==> config.mk <==
export PLATFORM = sky130hd
export DESIGN_NAME = kdz_record_table_parser_top
export DESIGN_NICKNAME = d
export VERILOG_FILES = /design/src/rtl/kdz_rtp_pkg.sv /design/src/rtl/kdz_rtp_fifo.sv /design/src/rtl/kdz_rtp_front.sv /design/src/rtl/kdz_rtp_engine.sv /design/src/rtl/kdz_record_table_parser_top.sv
export SDC_FILE = /design/constraint.sdc
export NUM_CORES = 1
export LEC_CHECK = 0
export BUFFER_PORTS_ARGS = -buffer_cell sky130_fd_sc_hd__buf_2
export CORE_MARGIN = 2
export CORE_UTILIZATION = 55
export DETAILED_ROUTE_END_ITERATION = 8
export PLACE_DENSITY = 0.73
export REMOVE_ABC_BUFFERS = 1
export SLEW_MARGIN = 5
export SYNTH_ARGS = -nofsm -noshare
export SYNTH_HDL_FRONTEND = slang
export SYNTH_SLANG_ARGS = --single-unit
export TNS_END_PERCENT = 30
==> constraint.sdc <==
create_clock -name clk -period 9.35 [get_ports clk]
set_input_delay 1.4025 -clock clk [delete_from_list [all_inputs] [get_ports clk]]
set_output_delay 1.4025 -clock clk [all_outputs]
set_load 0.01 [all_outputs]
==> src/rtl/kdz_rtp_pkg.sv <==
// Shared types, constants and a helper function of the record table parser.
`timescale 1ns / 1ps

package kdz_rtp_pkg;

  localparam int NAME_BYTES_DEF  = 256;
  localparam int QUEUE_DEPTH_DEF = 2;
  localparam int RESULT_DEPTH_DEF = 2;
  localparam int MAGIC_LEN       = 8;
  localparam int FIELD_TAIL      = 16;
  localparam int SIZE_W          = 40;
  localparam int LO_BYTES        = SIZE_W / 8;
  localparam int INDEX_W         = 12;

  localparam logic [7:0] MARK_LAST = 8'h03;
  localparam logic [7:0] MARK_END  = 8'h00;

  localparam logic [1:0] KIND_NAME   = 2'd0;
  localparam logic [1:0] KIND_RECORD = 2'd1;
  localparam logic [1:0] KIND_TABLE  = 2'd2;
  localparam logic [1:0] KIND_ERROR  = 2'd3;

  localparam logic [2:0] ERR_NONE  = 3'd0;
  localparam logic [2:0] ERR_MAGIC = 3'd1;
  localparam logic [2:0] ERR_NUL   = 3'd2;
  localparam logic [2:0] ERR_RANGE = 3'd3;
  localparam logic [2:0] ERR_EMPTY = 3'd4;

  typedef enum logic [2:0] {
    PH_MAGIC,
    PH_SKIP,
    PH_REC,
    PH_MARK,
    PH_DONE,
    PH_ERR
  } phase_t;

  typedef enum logic [3:0] {
    ACT_NONE,
    ACT_MAGIC,
    ACT_SKIP,
    ACT_LAST,
    ACT_NAME,
    ACT_NUL,
    ACT_LEN,
    ACT_OFF,
    ACT_RECORD,
    ACT_TABLE_END,
    ACT_ERR_MAGIC,
    ACT_ERR_EMPTY,
    ACT_ERR_NUL,
    ACT_ERR_RANGE
  } action_t;

  typedef struct packed {
    logic [7:0] byte_value;
    logic       start_of_file;
  } in_item_t;

  // A byte as the front end hands it to the engine, with its position checks done.
  typedef struct packed {
    logic [7:0] byte_value;
    logic       start_of_file;
    logic       first;
    logic       too_short;
    logic       magic_ok;
    logic       magic_last;
    logic       fits_next;
    logic       fits_after;
    logic       at_end;
  } byte_class_t;

  typedef struct packed {
    logic [1:0]         result_kind;
    logic [7:0]         name_byte;
    logic [INDEX_W-1:0] record_index;
    logic [SIZE_W-1:0]  record_length;
    logic [SIZE_W-1:0]  record_offset;
    logic               table_done;
    logic [2:0]         error_code;
  } result_t;

  function automatic logic [7:0] magic_byte(input logic [2:0] idx);
    logic [7:0] val;
    case (idx)
      3'd0: val = 8'h28;
      3'd1: val = 8'h05;
      3'd2: val = 8'h00;
      3'd3: val = 8'h00;
      3'd4: val = 8'h24;
      3'd5: val = 8'h38;
      3'd6: val = 8'h22;
      3'd7: val = 8'h25;
      default: val = 8'h00;
    endcase
    return val;
  endfunction

endpackage

==> src/rtl/kdz_rtp_fifo.sv <==
// Small synchronous queue built from registers.
`timescale 1ns / 1ps

module kdz_rtp_fifo #(
  parameter int DEPTH = 2,
  parameter int WIDTH = 8
) (
  input  logic             clk,
  input  logic             rst,
  input  logic             push,
  input  logic [WIDTH-1:0] wdata,
  output logic             full,
  input  logic             pop,
  output logic [WIDTH-1:0] rdata,
  output logic             empty
);

  localparam int PTR_W = (DEPTH > 1) ? $clog2(DEPTH) : 1;
  localparam int CNT_W = $clog2(DEPTH + 1);
  localparam logic [PTR_W-1:0] LAST_PTR = PTR_W'(DEPTH - 1);

  logic [WIDTH-1:0] mem [DEPTH];
  logic [PTR_W-1:0] wr_ptr;
  logic [PTR_W-1:0] rd_ptr;
  logic [CNT_W-1:0] count;
  logic             do_push;
  logic             do_pop;

  assign full    = (count == CNT_W'(DEPTH));
  assign empty   = (count == '0);
  assign do_push = push && !full;
  assign do_pop  = pop && !empty;
  assign rdata   = mem[rd_ptr];

  always_ff @(posedge clk) begin
    if (do_push) begin
      mem[wr_ptr] <= wdata;
    end
  end

  always_ff @(posedge clk) begin
    if (rst) begin
      wr_ptr <= '0;
      rd_ptr <= '0;
      count  <= '0;
    end else begin
      if (do_push) begin
        wr_ptr <= (wr_ptr == LAST_PTR) ? '0 : wr_ptr + PTR_W'(1);
      end
      if (do_pop) begin
        rd_ptr <= (rd_ptr == LAST_PTR) ? '0 : rd_ptr + PTR_W'(1);
      end
      if (do_push && !do_pop) begin
        count <= count + CNT_W'(1);
      end else if (do_pop && !do_push) begin
        count <= count - CNT_W'(1);
      end
    end
  end

endmodule

==> src/rtl/kdz_rtp_front.sv <==
// Front end: tracks the byte position and classifies each incoming byte.
`timescale 1ns / 1ps

module kdz_rtp_front
  import kdz_rtp_pkg::*;
#(
  parameter int NAME_BYTES = NAME_BYTES_DEF
) (
  input  logic              clk,
  input  logic              rst,
  input  logic [SIZE_W-1:0] file_size,
  input  in_item_t          item,
  input  logic              accept,
  output byte_class_t       cls
);

  localparam int REC_BYTES = NAME_BYTES + FIELD_TAIL;

  logic [SIZE_W-1:0] pos;
  logic [SIZE_W-1:0] pos_cur;
  logic [SIZE_W:0]   pos_ext;
  logic [SIZE_W:0]   size_ext;

  assign pos_cur  = item.start_of_file ? '0 : pos;
  assign pos_ext  = {1'b0, pos_cur};
  assign size_ext = {1'b0, file_size};

  always_comb begin
    cls.byte_value    = item.byte_value;
    cls.start_of_file = item.start_of_file;
    cls.first         = (pos_cur == '0);
    cls.too_short     = (file_size < SIZE_W'(MAGIC_LEN + REC_BYTES));
    cls.magic_ok      = (pos_cur < SIZE_W'(MAGIC_LEN)) &&
                        (item.byte_value == magic_byte(pos_cur[2:0]));
    cls.magic_last    = (pos_cur == SIZE_W'(MAGIC_LEN - 1));
    cls.fits_next     = (pos_ext + (SIZE_W + 1)'(REC_BYTES)) <= size_ext;
    cls.fits_after    = (pos_ext + (SIZE_W + 1)'(REC_BYTES + 1)) <= size_ext;
    cls.at_end        = (pos_ext + (SIZE_W + 1)'(1)) >= size_ext;
  end

  // The position wraps at the width of the file size.
  always_ff @(posedge clk) begin
    if (rst) begin
      pos <= '0;
    end else if (accept) begin
      pos <= pos_cur + SIZE_W'(1);
    end
  end

endmodule

==> src/rtl/kdz_rtp_engine.sv <==
// Back end: the table parsing state machine that turns classified bytes into results.
`timescale 1ns / 1ps

module kdz_rtp_engine
  import kdz_rtp_pkg::*;
#(
  parameter int NAME_BYTES = NAME_BYTES_DEF
) (
  input  logic              clk,
  input  logic              rst,
  input  logic [SIZE_W-1:0] file_size,
  input  logic              q_empty,
  input  byte_class_t       q_data,
  output logic              q_pop,
  input  logic              res_full,
  output logic              res_push,
  output result_t           res_data
);

  localparam int REC_BYTES = NAME_BYTES + FIELD_TAIL;
  localparam int CNT_W     = $clog2(REC_BYTES + 1);
  localparam logic [CNT_W-1:0] NAME_K = CNT_W'(NAME_BYTES);
  localparam logic [CNT_W-1:0] OFF_K  = CNT_W'(NAME_BYTES + 8);
  localparam logic [CNT_W-1:0] LAST_K = CNT_W'(REC_BYTES - 1);

  phase_t             phase;
  phase_t             phase_next;
  logic [CNT_W-1:0]   cnt;
  logic [CNT_W-1:0]   cnt_next;
  logic               nul_seen;
  logic               nul_seen_next;
  logic               last_pending;
  logic               last_pending_next;
  logic [INDEX_W-1:0] records_seen;
  logic [INDEX_W-1:0] records_seen_next;

  logic [SIZE_W-1:0]  len_lo;
  logic [SIZE_W-1:0]  len_lo_next;
  logic               len_hi_nz;
  logic               len_hi_nz_next;
  logic [SIZE_W-1:0]  off_lo;
  logic [SIZE_W-1:0]  off_lo_next;
  logic               off_hi_nz;
  logic               off_hi_nz_next;
  logic [SIZE_W:0]    rem;
  logic [SIZE_W:0]    rem_next;
  logic               len_gt;
  logic               len_gt_next;

  logic               advance;
  logic               sof;
  logic [7:0]         b;
  phase_t             ph;
  logic [CNT_W-1:0]   k;
  logic               nul_eff;
  logic               last_eff;
  logic [INDEX_W-1:0] recs_eff;
  logic [2:0]         len_lane;
  logic [2:0]         off_lane;
  logic               range_err;
  logic               done;
  action_t            rec_act;
  action_t            act;
  logic               emit;

  assign advance = !q_empty && !res_full;
  assign q_pop   = advance;
  assign res_push = advance && emit;

  // A start of file clears the phase, field count, NUL flag, last-record flag and record count before the byte is used.
  assign sof      = q_data.start_of_file;
  assign b        = q_data.byte_value;
  assign ph       = sof ? PH_MAGIC : phase;
  assign k        = (ph == PH_REC) ? cnt : '0;
  assign nul_eff  = (k == '0) ? 1'b0 : nul_seen;
  assign last_eff = sof ? 1'b0 : last_pending;
  assign recs_eff = sof ? '0 : records_seen;
  assign len_lane = 3'(k - NAME_K);
  assign off_lane = 3'(k - OFF_K);
  assign done     = last_eff || q_data.at_end;

  // The final offset byte only adds the top bits, so the range test is mostly precomputed.
  assign range_err = off_hi_nz || (b != 8'h00) || len_gt;

  always_comb begin
    if (k < NAME_K) begin
      if (b == 8'h00) begin
        rec_act = ACT_NUL;
      end else if (nul_eff) begin
        rec_act = ACT_ERR_NUL;
      end else begin
        rec_act = ACT_NAME;
      end
    end else if (k < OFF_K) begin
      rec_act = ACT_LEN;
    end else if (k != LAST_K) begin
      rec_act = ACT_OFF;
    end else if (range_err) begin
      rec_act = ACT_ERR_RANGE;
    end else begin
      rec_act = ACT_RECORD;
    end
  end

  always_comb begin
    case (ph)
      PH_MAGIC: begin
        if ((q_data.first && q_data.too_short) || !q_data.magic_ok) begin
          act = ACT_ERR_MAGIC;
        end else begin
          act = ACT_MAGIC;
        end
      end
      PH_SKIP: begin
        if (b == MARK_LAST) begin
          act = q_data.fits_after ? ACT_SKIP : ACT_ERR_EMPTY;
        end else begin
          act = rec_act;
        end
      end
      PH_REC: begin
        act = rec_act;
      end
      PH_MARK: begin
        if (b == MARK_END) begin
          act = ACT_TABLE_END;
        end else if (b == MARK_LAST) begin
          act = q_data.fits_after ? ACT_LAST : ACT_TABLE_END;
        end else begin
          act = q_data.fits_next ? rec_act : ACT_TABLE_END;
        end
      end
      default: begin
        act = ACT_NONE;
      end
    endcase
  end

  // Next state.
  always_comb begin
    case (act)
      ACT_MAGIC:     phase_next = q_data.magic_last ? PH_SKIP : PH_MAGIC;
      ACT_SKIP,
      ACT_LAST,
      ACT_NAME,
      ACT_NUL,
      ACT_LEN,
      ACT_OFF:       phase_next = PH_REC;
      ACT_RECORD:    phase_next = done ? PH_DONE : PH_MARK;
      ACT_TABLE_END: phase_next = PH_DONE;
      ACT_ERR_MAGIC,
      ACT_ERR_EMPTY,
      ACT_ERR_NUL,
      ACT_ERR_RANGE: phase_next = PH_ERR;
      default:       phase_next = ph;
    endcase
  end

  // Outputs and datapath updates.
  always_comb begin
    cnt_next          = k;
    nul_seen_next     = nul_eff;
    last_pending_next = last_eff;
    records_seen_next = recs_eff;
    len_lo_next       = len_lo;
    len_hi_nz_next    = len_hi_nz;
    off_lo_next       = off_lo;
    off_hi_nz_next    = off_hi_nz;
    rem_next          = rem;
    len_gt_next       = len_gt;

    emit                  = 1'b0;
    res_data.result_kind  = KIND_NAME;
    res_data.name_byte    = 8'h00;
    res_data.record_index = recs_eff;
    res_data.record_length = '0;
    res_data.record_offset = '0;
    res_data.table_done   = 1'b0;
    res_data.error_code   = ERR_NONE;

    if (act == ACT_NAME || act == ACT_NUL || act == ACT_ERR_NUL) begin
      if (k == '0) begin
        len_lo_next    = '0;
        len_hi_nz_next = 1'b0;
        off_lo_next    = '0;
        off_hi_nz_next = 1'b0;
      end
    end

    case (act)
      ACT_NAME: begin
        cnt_next           = k + CNT_W'(1);
        emit               = 1'b1;
        res_data.name_byte = b;
      end
      ACT_NUL: begin
        cnt_next      = k + CNT_W'(1);
        nul_seen_next = 1'b1;
      end
      ACT_LEN: begin
        cnt_next = k + CNT_W'(1);
        for (int i = 0; i < LO_BYTES; i++) begin
          if (len_lane == 3'(i)) begin
            len_lo_next[8*i +: 8] = b;
          end
        end
        if (len_lane >= 3'(LO_BYTES) && b != 8'h00) begin
          len_hi_nz_next = 1'b1;
        end
      end
      ACT_OFF: begin
        cnt_next = k + CNT_W'(1);
        for (int i = 0; i < LO_BYTES; i++) begin
          if (off_lane == 3'(i)) begin
            off_lo_next[8*i +: 8] = b;
          end
        end
        if (off_lane >= 3'(LO_BYTES) && b != 8'h00) begin
          off_hi_nz_next = 1'b1;
        end
        // Low offset bytes are complete here; the borrow flags offset above the size.
        if (off_lane == 3'(LO_BYTES)) begin
          rem_next = {1'b0, file_size} - {1'b0, off_lo};
        end
        if (off_lane == 3'(LO_BYTES + 1)) begin
          len_gt_next = len_hi_nz || rem[SIZE_W] || (len_lo > rem[SIZE_W-1:0]);
        end
      end
      ACT_RECORD: begin
        cnt_next               = '0;
        records_seen_next      = recs_eff + INDEX_W'(1);
        emit                   = 1'b1;
        res_data.result_kind   = KIND_RECORD;
        res_data.record_length = len_lo;
        res_data.record_offset = off_lo;
        res_data.table_done    = done;
      end
      ACT_SKIP: begin
        cnt_next = '0;
      end
      ACT_LAST: begin
        cnt_next          = '0;
        last_pending_next = 1'b1;
      end
      ACT_TABLE_END: begin
        cnt_next             = '0;
        emit                 = 1'b1;
        res_data.result_kind = KIND_TABLE;
      end
      ACT_ERR_MAGIC: begin
        emit                 = 1'b1;
        res_data.result_kind = KIND_ERROR;
        res_data.error_code  = ERR_MAGIC;
      end
      ACT_ERR_EMPTY: begin
        emit                 = 1'b1;
        res_data.result_kind = KIND_ERROR;
        res_data.error_code  = ERR_EMPTY;
      end
      ACT_ERR_NUL: begin
        emit                 = 1'b1;
        res_data.result_kind = KIND_ERROR;
        res_data.error_code  = ERR_NUL;
      end
      ACT_ERR_RANGE: begin
        emit                 = 1'b1;
        res_data.result_kind = KIND_ERROR;
        res_data.error_code  = ERR_RANGE;
      end
      default: begin
        emit = 1'b0;
      end
    endcase
  end

  always_ff @(posedge clk) begin
    if (rst) begin
      phase        <= PH_MAGIC;
      cnt          <= '0;
      nul_seen     <= 1'b0;
      last_pending <= 1'b0;
      records_seen <= '0;
    end else if (advance) begin
      phase        <= phase_next;
      cnt          <= cnt_next;
      nul_seen     <= nul_seen_next;
      last_pending <= last_pending_next;
      records_seen <= records_seen_next;
    end
  end

  always_ff @(posedge clk) begin
    if (advance) begin
      len_lo    <= len_lo_next;
      len_hi_nz <= len_hi_nz_next;
      off_lo    <= off_lo_next;
      off_hi_nz <= off_hi_nz_next;
      rem       <= rem_next;
      len_gt    <= len_gt_next;
    end
  end

  a_push_has_room: assert property (@(posedge clk) disable iff (rst)
    res_push |-> !res_full)
    else $error("result pushed into a full queue");

  a_record_clears_count: assert property (@(posedge clk) disable iff (rst)
    (advance && act == ACT_RECORD) |=> (cnt == '0))
    else $error("field count not cleared after a completed record");

  a_quiet_after_end: assert property (@(posedge clk) disable iff (rst)
    (advance && !sof && (phase == PH_DONE || phase == PH_ERR)) |-> !res_push)
    else $error("result produced after the table ended");

  a_error_stops: assert property (@(posedge clk) disable iff (rst)
    (res_push && res_data.result_kind == KIND_ERROR) |=> (phase == PH_ERR))
    else $error("parser did not stop after an error");

endmodule

==> src/rtl/kdz_record_table_parser_top.sv <==
// Top level of the record table parser: size register, front end, queues and engine.
// A byte's result reaches the result ports through the byte queue, engine and result queue.
// Throughput: one byte per cycle if results have room; one phase step and compare per byte.
// The size compares run in the front end and the range test is spread over the offset bytes.
// Reset (rst, synchronous): queues empty, parser back to the magic check, file size zero.
`timescale 1ns / 1ps

module kdz_record_table_parser_top
  import kdz_rtp_pkg::*;
#(
  parameter int NAME_BYTES   = NAME_BYTES_DEF,
  parameter int QUEUE_DEPTH  = QUEUE_DEPTH_DEF,
  parameter int RESULT_DEPTH = RESULT_DEPTH_DEF
) (
  input  logic              clk,
  input  logic              rst,
  input  logic              cfg_wr_en,
  input  logic [SIZE_W-1:0] cfg_wr_data,
  input  logic              push,
  input  in_item_t          byte_item,
  output logic              full,
  input  logic              pop,
  output result_t           result,
  output logic              empty
);

  localparam int CLASS_W  = $bits(byte_class_t);
  localparam int RESULT_W = $bits(result_t);

  logic [SIZE_W-1:0] file_size;
  logic              accept;
  byte_class_t       cls;
  logic [CLASS_W-1:0] q_rdata;
  logic              q_empty;
  logic              q_pop;
  logic              res_full;
  logic              res_push;
  result_t           res_data;
  logic [RESULT_W-1:0] res_rdata;

  assign accept = push && !full;
  assign result = result_t'(res_rdata);

  always_ff @(posedge clk) begin
    if (rst) begin
      file_size <= '0;
    end else if (cfg_wr_en) begin
      file_size <= cfg_wr_data;
    end
  end

  kdz_rtp_front #(
    .NAME_BYTES (NAME_BYTES)
  ) u_front (
    .clk       (clk),
    .rst       (rst),
    .file_size (file_size),
    .item      (byte_item),
    .accept    (accept),
    .cls       (cls)
  );

  kdz_rtp_fifo #(
    .DEPTH (QUEUE_DEPTH),
    .WIDTH (CLASS_W)
  ) u_byte_queue (
    .clk   (clk),
    .rst   (rst),
    .push  (push),
    .wdata (cls),
    .full  (full),
    .pop   (q_pop),
    .rdata (q_rdata),
    .empty (q_empty)
  );

  kdz_rtp_engine #(
    .NAME_BYTES (NAME_BYTES)
  ) u_engine (
    .clk       (clk),
    .rst       (rst),
    .file_size (file_size),
    .q_empty   (q_empty),
    .q_data    (byte_class_t'(q_rdata)),
    .q_pop     (q_pop),
    .res_full  (res_full),
    .res_push  (res_push),
    .res_data  (res_data)
  );

  kdz_rtp_fifo #(
    .DEPTH (RESULT_DEPTH),
    .WIDTH (RESULT_W)
  ) u_result_queue (
    .clk   (clk),
    .rst   (rst),
    .push  (res_push),
    .wdata (res_data),
    .full  (res_full),
    .pop   (pop),
    .rdata (res_rdata),
    .empty (empty)
  );

endmodule

After elaboration in Yosys (flattened, before gate mapping). Memories as Yosys holds them, arrays and structs flattened. A register that Yosys moved wholly into a read port is not among the register bits. Index checks and enable logic that the tools add are counted.

Output and inout port bits: 108. Memories kept: 3. Bits of input ports: 54. RAM bits: 244. Bits in read-only memories: 48. Flip-flop bits (word level): 238.

$lt $le $gt $ge: 10. Eq/ne operators: 32. Reductions and logical operators: 49. Add/sub/neg operators: 17. Muxes and demuxes: 72.

Memory list: u_result_queue.mem (words 2, bits a word 106, rd ports 1, clocked after memory_dff 1, wr ports 1, RTL line kdz_rtp_fifo.sv:22) `logic [WIDTH-1:0] mem [DEPTH];`; (no name shown) (words 8, bits a word 6, rd ports 1, clocked after memory_dff 0, wr ports 0, RTL line kdz_rtp_pkg.sv:85) `case (idx)`; u_byte_queue.mem (words 2, bits a word 16, rd ports 1, clocked after memory_dff 1, wr ports 1, RTL line kdz_rtp_fifo.sv:22).

Operator list (number): 40-bit two-way mux (7); 8-bit two-way mux (11); 40-bit by 9-bit adder with 41-bit output, second input constant (2); 41-bit by 40-bit less-or-equal comparator with 1-bit output (2); 81-bit two-way mux (1); 4-bit two-way mux (12); 40-bit by 1-bit adder with 41-bit output, second input constant (1); 41-bit by 40-bit >= comparator with 1-bit output (1); 40-bit by 40-bit subtractor with 41-bit output (1); 40-bit by 1-bit adder with 40-bit output, second input constant (1); 40-bit by 3-bit equality test with 1-bit output, second input constant (1); 40-bit greater-than comparator (1); 40-bit logical NOT (1); 40-bit by 4-bit less-than comparator with 1-bit output, second input constant (1); 40-bit by 9-bit less-than comparator with 1-bit output, second input constant (1); 1-bit two-way mux (26); 4-bit equality test, second input constant (6); 12-bit two-way mux (2); 3-bit by 2-bit equality test with 1-bit output, second input constant (6); 9-bit less-than comparator, second input constant (2); 9-bit one-hot mux with 2 select lines (1); 4-bit by 3-bit equality test with 1-bit output, second input constant (4); 4-bit one-hot mux with 4 select lines (1); 3-bit one-hot mux with 5 select lines (1); other kinds (33) (87).

Logic depth before layout (Yosys ltp). Gate-level depths: netlist of run 1.

Depth after elaboration: 21. Mapped depth: 26.

Cells and area by module. Synthesis of run 1 repeated with hierarchy kept, for this count alone.

Cell total of the unflattened synthesis: 2834. Area total of the unflattened synthesis: 29061.6 sq um.

Modules (own cells, without submodules): kdz_rtp_engine (times used 1, cells an instance 1268, area each 10906.7 sq um, seq. area each 4244.1 sq um); kdz_rtp_fifo (u_result_queue) (times used 1, cells an instance 355, area each 8025.2 sq um, seq. area each 6466.2 sq um); kdz_rtp_front (times used 1, cells an instance 1006, area each 7297.0 sq um, seq. area each 800.8 sq um); kdz_record_table_parser_top (times used 1, cells an instance 130, area each 1463.9 sq um, seq. area each 800.8 sq um); kdz_rtp_fifo (u_byte_queue) (times used 1, cells an instance 75, area each 1368.8 sq um, seq. area each 1061.0 sq um).

Worst setup path after synthesis of run 1. No wires, ideal clock.

Path kind: flip-flop to flip-flop. Start point: register u_engine.cnt[4]. End point: memory u_result_queue.mem[0][0] (netlist bit) (enable). Setup slack: 1.638 ns. Arrival: 7.128 ns. Stages on the path, launching flop included: 9. Library setup time: 0.585 ns. Cell sequence: dfxtp_1 -> or4_4 -> or4_4 -> a211oi_4 -> a2bb2oi_2 -> o211a_4 -> nand2_2 -> a211oi_4 -> nor2b_1.

Word-level cells in the longest chain between the ends: 17. Elaborated cells between the ends (all ways): 29. Classes of those cells: order compare (2); eq/ne (8); mux (15); reduce/logical (4).

RTL lines: start: declaration (RTL line kdz_rtp_engine.sv:28) `logic [CNT_W-1:0] cnt;`; start signal: assignment (RTL line kdz_rtp_engine.sv:285) `cnt <= cnt_next;`; 9-bit two-way mux * (RTL line kdz_rtp_engine.sv:74) `assign k = (ph == PH_REC) ? cnt : '0;`; parallel branches: the longest is 4 deep, another holds 9-bit less-than comparator; 4-bit two-way mux * (RTL line kdz_rtp_engine.sv:86) `if (k < NAME_K) begin`; 4-bit two-way mux (RTL line kdz_rtp_engine.sv:130) `act = q_data.fits_next ? rec_act : ACT_TABLE_END;`; 4-bit two-way mux (RTL line kdz_rtp_engine.sv:127) `end else if (b == MARK_LAST) begin`; 4-bit two-way mux (RTL line kdz_rtp_engine.sv:125) `if (b == MARK_END) begin`; 4-bit one-hot mux with 4 select lines * (RTL line kdz_rtp_engine.sv:106) `case (ph)`; 4-bit equality test or 4-bit by 3-bit equality test with 1-bit output (tied branches) (RTL line kdz_rtp_engine.sv:190) `case (act)`; 7-bit OR reduction (no line) *; 1-bit two-way mux * (RTL line kdz_rtp_engine.sv:190); 1-bit logical AND * (RTL line kdz_rtp_engine.sv:68) `assign res_push = advance && emit;`; 1-bit logical AND * (RTL line kdz_rtp_fifo.sv:31) `assign do_push = push && !full;`; via u_result_queue.do_push (RTL line kdz_rtp_fifo.sv:26) `logic do_push;`; 1-bit two-way mux * (RTL line kdz_rtp_fifo.sv:36) `if (do_push) begin`; 1-bit two-way mux (implied by the code) * (RTL line kdz_rtp_fifo.sv:37) `mem[wr_ptr] <= wdata;`; end: declaration (RTL line kdz_rtp_fifo.sv:22).

Mark *: on every way through the listed nets, which the timed path passes.

==> impl_metrics.json, run 1 <==
{
  "cts_resized": 0,
  "fin_crit_sh_pct": 71.9,
  "antenna_found_initial": 5,
  "vias_per_cell": 5.97,
  "initial_core_util_pct": 55.6,
  "setup_tns_ps": 0,
  "drive_above_1_share_pct": 14.3,
  "yosysSeqAreaShare_pct": 48.1,
  "num_rows": 82,
  "yosys.cell_types.count": 83,
  "synth_enable_flop_cells": 368,
  "cp.arrival_ps": 7080,
  "grt_max_degree": 107,
  "fmax_mhz": 149,
  "root_buffer": "clkbuf_16",
  "clock-sinks": 484,
  "ant_nets": 0,
  "hold_buffers": 0,
  "drt_pass1_iterations": 8,
  "syn_area_per_cell_sq_um": 10.4,
  "synth_most_common_cell": "edfxtp_1",
  "clock-skew-final_ps": 21.2,
  "path_class": "in2reg",
  "setup_viol": 0,
  "maxSlewHeadroom_pct": 25.0,
  "clk_path_buf_depth": 3,
  "cts_setup_buffers": 0,
  "fp.dieW_um": 229,
  "synth.cell_area_sq_um": 27800,
  "die_area_sq_um": 52300,
  "io-pin-count": 162,
  "hpwl_um": 58700,
  "path_max_fanout": 30,
  "h-tree-depth": 2,
  "maxCapViolCount": 0,
  "status": "completed",
  "hold_viol_final": 0,
  "peakVddDrop_uv": 193,
  "globalplace.congestion": 0.967,
  "path_clk_slew_ps": 60,
  "route.detailed.drc": 0,
  "crit_path_end_kind": "flop",
  "crit_path_start_kind": "primary input",
  "synthCells": 2660,
  "finalPower_mw": 8.28,
  "yosysWarnings": 0,
  "port_buffers": 161,
  "cp.required_ps": 9700,
  "hp-class": "reg2reg",
  "overflow": 0,
  "rsz0062_at_grt": "no",
  "cts_tree": "built",
  "synth.top_cell.area_share_pct": 39.8,
  "synth_area_leaders": "edfxtp_1 40%, ha_1 9.3%, dfxtp_1 8.4%",
  "num_vias": 20900,
  "async_flop_share_pct": 0,
  "leakage_nw": 12.3,
  "worstSkewPairLatency_ps": 600,
  "tightest_slew_ps": 1120,
  "yosysTopAreaCell": "edfxtp_1",
  "area_delta_synth_final_pct": 11.0,
  "synth_seq_cells": 484,
  "powerDensity_nw_per_um2": 269,
  "routed_wirelength_um": 79000,
  "wl_per_cell_um": 22.6,
  "slew_violations": 0,
  "core_sq_um": 50000,
  "first_iter_violations": 1975,
  "grt_first_pass_wirelength_um": 121000,
  "grt_usage_pct": 29.8,
  "fin_nets": 3053,
  "post-route-min-period_ps": 6730,
  "synth_common_cells": "368 x edfxtp_1, 248 x nor2_1, 206 x ha_1",
  "cts_made_buffers": 49,
  "dieHeight_um": 229,
  "grt_pass1_vias": 20700,
  "ys.flop_type": "edfxtp_1"
}
report_power, final:
group	total, mW	leakage, nW	switching [mW]	internal [mW]
registers	3.45	4.36	0.379	3.07
logic	2.89	7.16	1.75	1.14
clock network	1.94	0.760	0.825	1.11
per-stage QoR:
stage	setup WS [ps]	util, %	hold slack, ps	area [sq um]	std cells
global placement	2270	58.6	456	29300	3413
finish	2620	61.7	480	30800	3501
global route	2330	61.7	506	30800	3500
detailed placement	2150	58.6	470	29300	3413
CTS	2760	61.7	479	30800	3500
floorplan	1150	-	426	27400	2555
final cells by class:
cell class,instances,area (sq um)
sequential,484,13400
inverter,152,572
tap,672,841
multi-input combinational,1919,13500
clock inverter,22,233
timing repair buffer,186,1010
antenna,1,2.50
fill,4091,19100
clock buffer,65,1330
per-layer routing:
layer / track usage, % / share of wire (%) / up-vias
met2: 50.0 / 48 / 728
met3: 3.87 / 5.9 / 157
met1: 39.8 / 43 / 10100
li1: - / - / 9865
met4: 10.5 / 3.8 / 0
met5: 0 / 0 / -
worst paths after layout:
| kind | startpoint | endpoint | slack (ps) | cells after the start |
|---|---|---|---|---|
| worst max register to register | u_front.pos[12] | u_byte_queue.mem[1][1] | 3390 | 17 |
| worst min register to register | u_front.pos[1] | u_front.pos[1] | 480 | 2 |
| worst max-delay path | byte_item[0] | u_byte_queue.mem[1][1] | 2620 | 19 |
| worst min-delay path | u_front.pos[1] | u_front.pos[1] | 480 | 2 |
cell families (layout without fill, tap and decap cells):
kind of cell | count (synthesis) | in the layout | synth area share (%)
fa+ha+maj | 207 | 207 | 9.35
compound gates | 410 | 410 | 9.32
mux | 186 | 186 | 7.21
flops | 484 | 484 | 48.1
buf+inv | 257 | 425 | 3.57
simple gates | 962 | 962 | 17.6
other cells | 0 | 1 | 0
xor+xnor | 154 | 154 | 4.85
layout by cell type (no fill, tap or decap), drive strengths merged, types with 17 or more instances in the layout:
master and n:
xnor2 96, o21ai 112, nor2 250, o21a 24
inv 151, clkinv 19, ha 206, dfxtp 116
and2 95, nor2b 49, nand3 106, mux2i 78
mux2 108, clkbuf 65, or3 19, a21o 57
nor4 30, a211oi 17, a21oi 124, nand4 47
nand2 183, xor2 58, edfxtp 368, nand2b 37
and3 19, nor3 75, buf 186
state kept, by name, summed over array words and instances (netlist names), 2 cells and up, named ones only:
| register | cells |
|---|---|
| file_size | 40 |
| u_front.pos | 40 |
| u_byte_queue.count | 2 |
| u_engine.cnt | 9 |
| u_engine.len_lo | 40 |
| u_engine.off_lo | 40 |
| u_engine.phase | 3 |
| u_engine.rem | 41 |
| u_byte_queue.mem | 32 |
| u_result_queue.count | 2 |
| u_result_queue.mem | 212 |
| u_engine.records_seen | 12 |
critical path, cell delays in order:
cell	delay, ps
buf_2	170
buf_4	250
nor2b_1	480
nand4_1	270
nor2_1	290
nand3_1	250
or2_2	390
or2_2	360
or3_1	350
xnor2_1	140
ha_1	280
nand3_1	120
or3_1	410
nor3_1	450
nand4_1	270
or4_1	590
o211ai_1	120
a31oi_1	60
a211oi_1	400
Power figures use the tool's default switching activity.
==> inputs of run 2 (changes only) <==
PLACE_DENSITY = 0.76   (was 0.73)
clock period = 6.1 ns   (was 9.35 ns; I/O delays follow)
==> impl_metrics.json, run 2 (synthesis gave the netlist of run 1 again) <==
{
  "dp.cells": 3449,
  "worstSkewPairLatency_ps": 600,
  "path_depth": 22,
  "drive_above_1_share_pct": 15.7,
  "leakage_nw": 12.5,
  "routed_wirelength_um": 82600,
  "fin_crit_sh_pct": 86.3,
  "final_cell_mix": "368 x edfxtp_1, 247 x nor2_1, 206 x ha_1",
  "grt_usage_pct": 31.2,
  "num_rows": 82,
  "peakVddDrop_uv": 229,
  "ant_nets": 0,
  "core_sq_um": 50000,
  "hp-class": "reg2reg",
  "num-fill-cells": 4024,
  "path_clk_slew_ps": 60,
  "worstPathBufferInverterCount": 3,
  "cts_made_buffers": 50,
  "h-tree-depth": 2,
  "final_common_cell": "edfxtp_1",
  "cts_resized": 0,
  "setup_viol": 0,
  "status": "completed",
  "powerDensity_nw_per_um2": 417,
  "io-pin-count": 162,
  "die_area_sq_um": 52300,
  "rrSetupSlack_ps": 950,
  "path_class": "in2reg",
  "largest_register": "u_result_queue.mem",
  "diodes": 0,
  "slew_violations": 0,
  "rsz0062_at_grt": "no",
  "critPathMaxStageDelay_ps": 560,
  "root_buffer": "clkbuf_16",
  "grt_max_degree": 87,
  "tightest_slew_ps": 1160,
  "hpwl_um": 62200,
  "cp.arrival_ps": 5650,
  "overflow": 0,
  "drt_pass1_iterations": 5,
  "post-route-min-period_ps": 5260,
  "vias_per_cell": 6.05,
  "initial_core_util_pct": 55.6,
  "num_vias": 21400,
  "clock-skew-final_ps": 15.1,
  "wl_per_cell_um": 23.3,
  "globalplace.congestion": 0.966,
  "ff2ff_path_depth": 18,
  "cp_common_cell": "nor2_1",
  "first_iter_violations": 1943,
  "dieHeight_um": 229,
  "reg_top3": "u_result_queue.mem (212), u_engine.rem (41)",
  "stdcell_area_sq_um": 31300,
  "r2r_end": "u_byte_queue.mem[1][1]",
  "hold_buffers": 0,
  "cp-endpoint": "u_byte_queue.mem[1][1]",
  "area_delta_synth_final_pct": 12.6,
  "timing.rr.start": "u_front.pos[16]",
  "worstPathCellList": "buf_2 > nand2b_1 > inv_1 > ha_1 > and3_1 > a21oi_1 > nor2_1 > nor2_1 > or3_1 > nor2_1 > xnor2_1 > ha_1 > and4_1 > nand3_1 > or3_1 > nor3_1 > buf_4 > nand4_1 > or4_1 > o211ai_1 > a31oi_1 > a211oi_1",
  "crit_path_start_kind": "primary input",
  "fp.dieW_um": 229,
  "cpLargestDelayFamily": "simple AND/OR/NAND/NOR gates",
  "cts_tree": "built",
  "cp.required_ps": 6490,
  "maxSlewHeadroom_pct": 22.9,
  "grt_pass1_vias": 21100,
  "route.detailed.drc": 0,
  "fmax_mhz": 190,
  "pre_cts_ws_ps": 302,
  "crit_path_end_kind": "flop",
  "maxCapViolCount": 0,
  "setup_tns_ps": 0,
  "clock-sinks": 484,
  "fin_nets": 3090,
  "crit_start": "byte_item[0]",
  "place_area_sq_um": 29600,
  "instances_no_fill": 3543,
  "hold_viol_final": 0,
  "fin_ws_ps": 837,
  "slowest_stage": "or4_1",
  "port_buffers": 161,
  "largest_reg_flops": 212,
  "path_max_fanout": 25,
  "grt_first_pass_wirelength_um": 125000,
  "antenna_found_initial": 0,
  "clk_path_buf_depth": 3,
  "cts_setup_buffers": 0
}
[run 2: cell count changes in the layout (fill, tap and decap cells not counted), sizes merged]
cell,before,now
clkbuf,65,69
buf,186,222
diode,1,0
inv,151,156
bufinv,4,6
clkinv,19,15
[run 2: power by group]
| part | internal [mW] | switching [mW] | total [mW] |
|---|---|---|---|
| registers | 4.70 | 0.615 | 5.32 |
| clock network | 1.88 | 1.30 | 3.17 |
| logic | 1.82 | 2.73 | 4.54 |
[run 2: tightest hold or removal path, stage by stage, from the launching register on]
cell and delay [ps]:
dfxtp_1 310, nand2_1 50, a21oi_1 50
[run 2: final cells by class]
cell class | instances | area [sq um] | area share [%]
clock inverters | 25 | 307 | 0.980
repair buffers | 222 | 1320 | 4.21
multi-input cells | 1919 | 13500 | 43.1
inverters | 152 | 572 | 1.83
flip-flops and latches | 484 | 13400 | 42.7
well taps | 672 | 841 | 2.69
clock buffers | 69 | 1400 | 4.49
[run 2: how the worst min path moves through the flow]
stage                                  start                  endpoint  slack [ps]  depth (start not counted)
global route        u_engine.records_seen[0]  u_engine.records_seen[0]         500                          2
floorplan              u_engine.last_pending     u_engine.last_pending         430                          2
CTS                    u_engine.last_pending     u_engine.last_pending         460                          2
global placement       u_engine.last_pending     u_engine.last_pending         450                          2
detailed placement     u_engine.last_pending     u_engine.last_pending         450                          2
finish                 u_engine.last_pending     u_engine.last_pending         460                          2
[run 2: through the flow]
step	hold slack, ps	util, %	power [mW]
after floorplan	426	-	8.14
after detailed placement	454	59.2	9.84
after CTS	462	62.6	13.0
after global placement	448	59.2	9.65
after global routing	499	62.6	13.7
final	464	62.6	13.0
[run 2: metal layers]
| layer | up-vias | track usage [%] | routed length [um] |
|---|---|---|---|
| met5 | - | 0 | 0 |
| met4 | 0 | 13.4 | 3670 |
| met3 | 200 | 3.58 | 4990 |
| met2 | 840 | 51.9 | 39400 |
| met1 | 10400 | 41.3 | 34500 |
| li1 | 9951 | - | - |
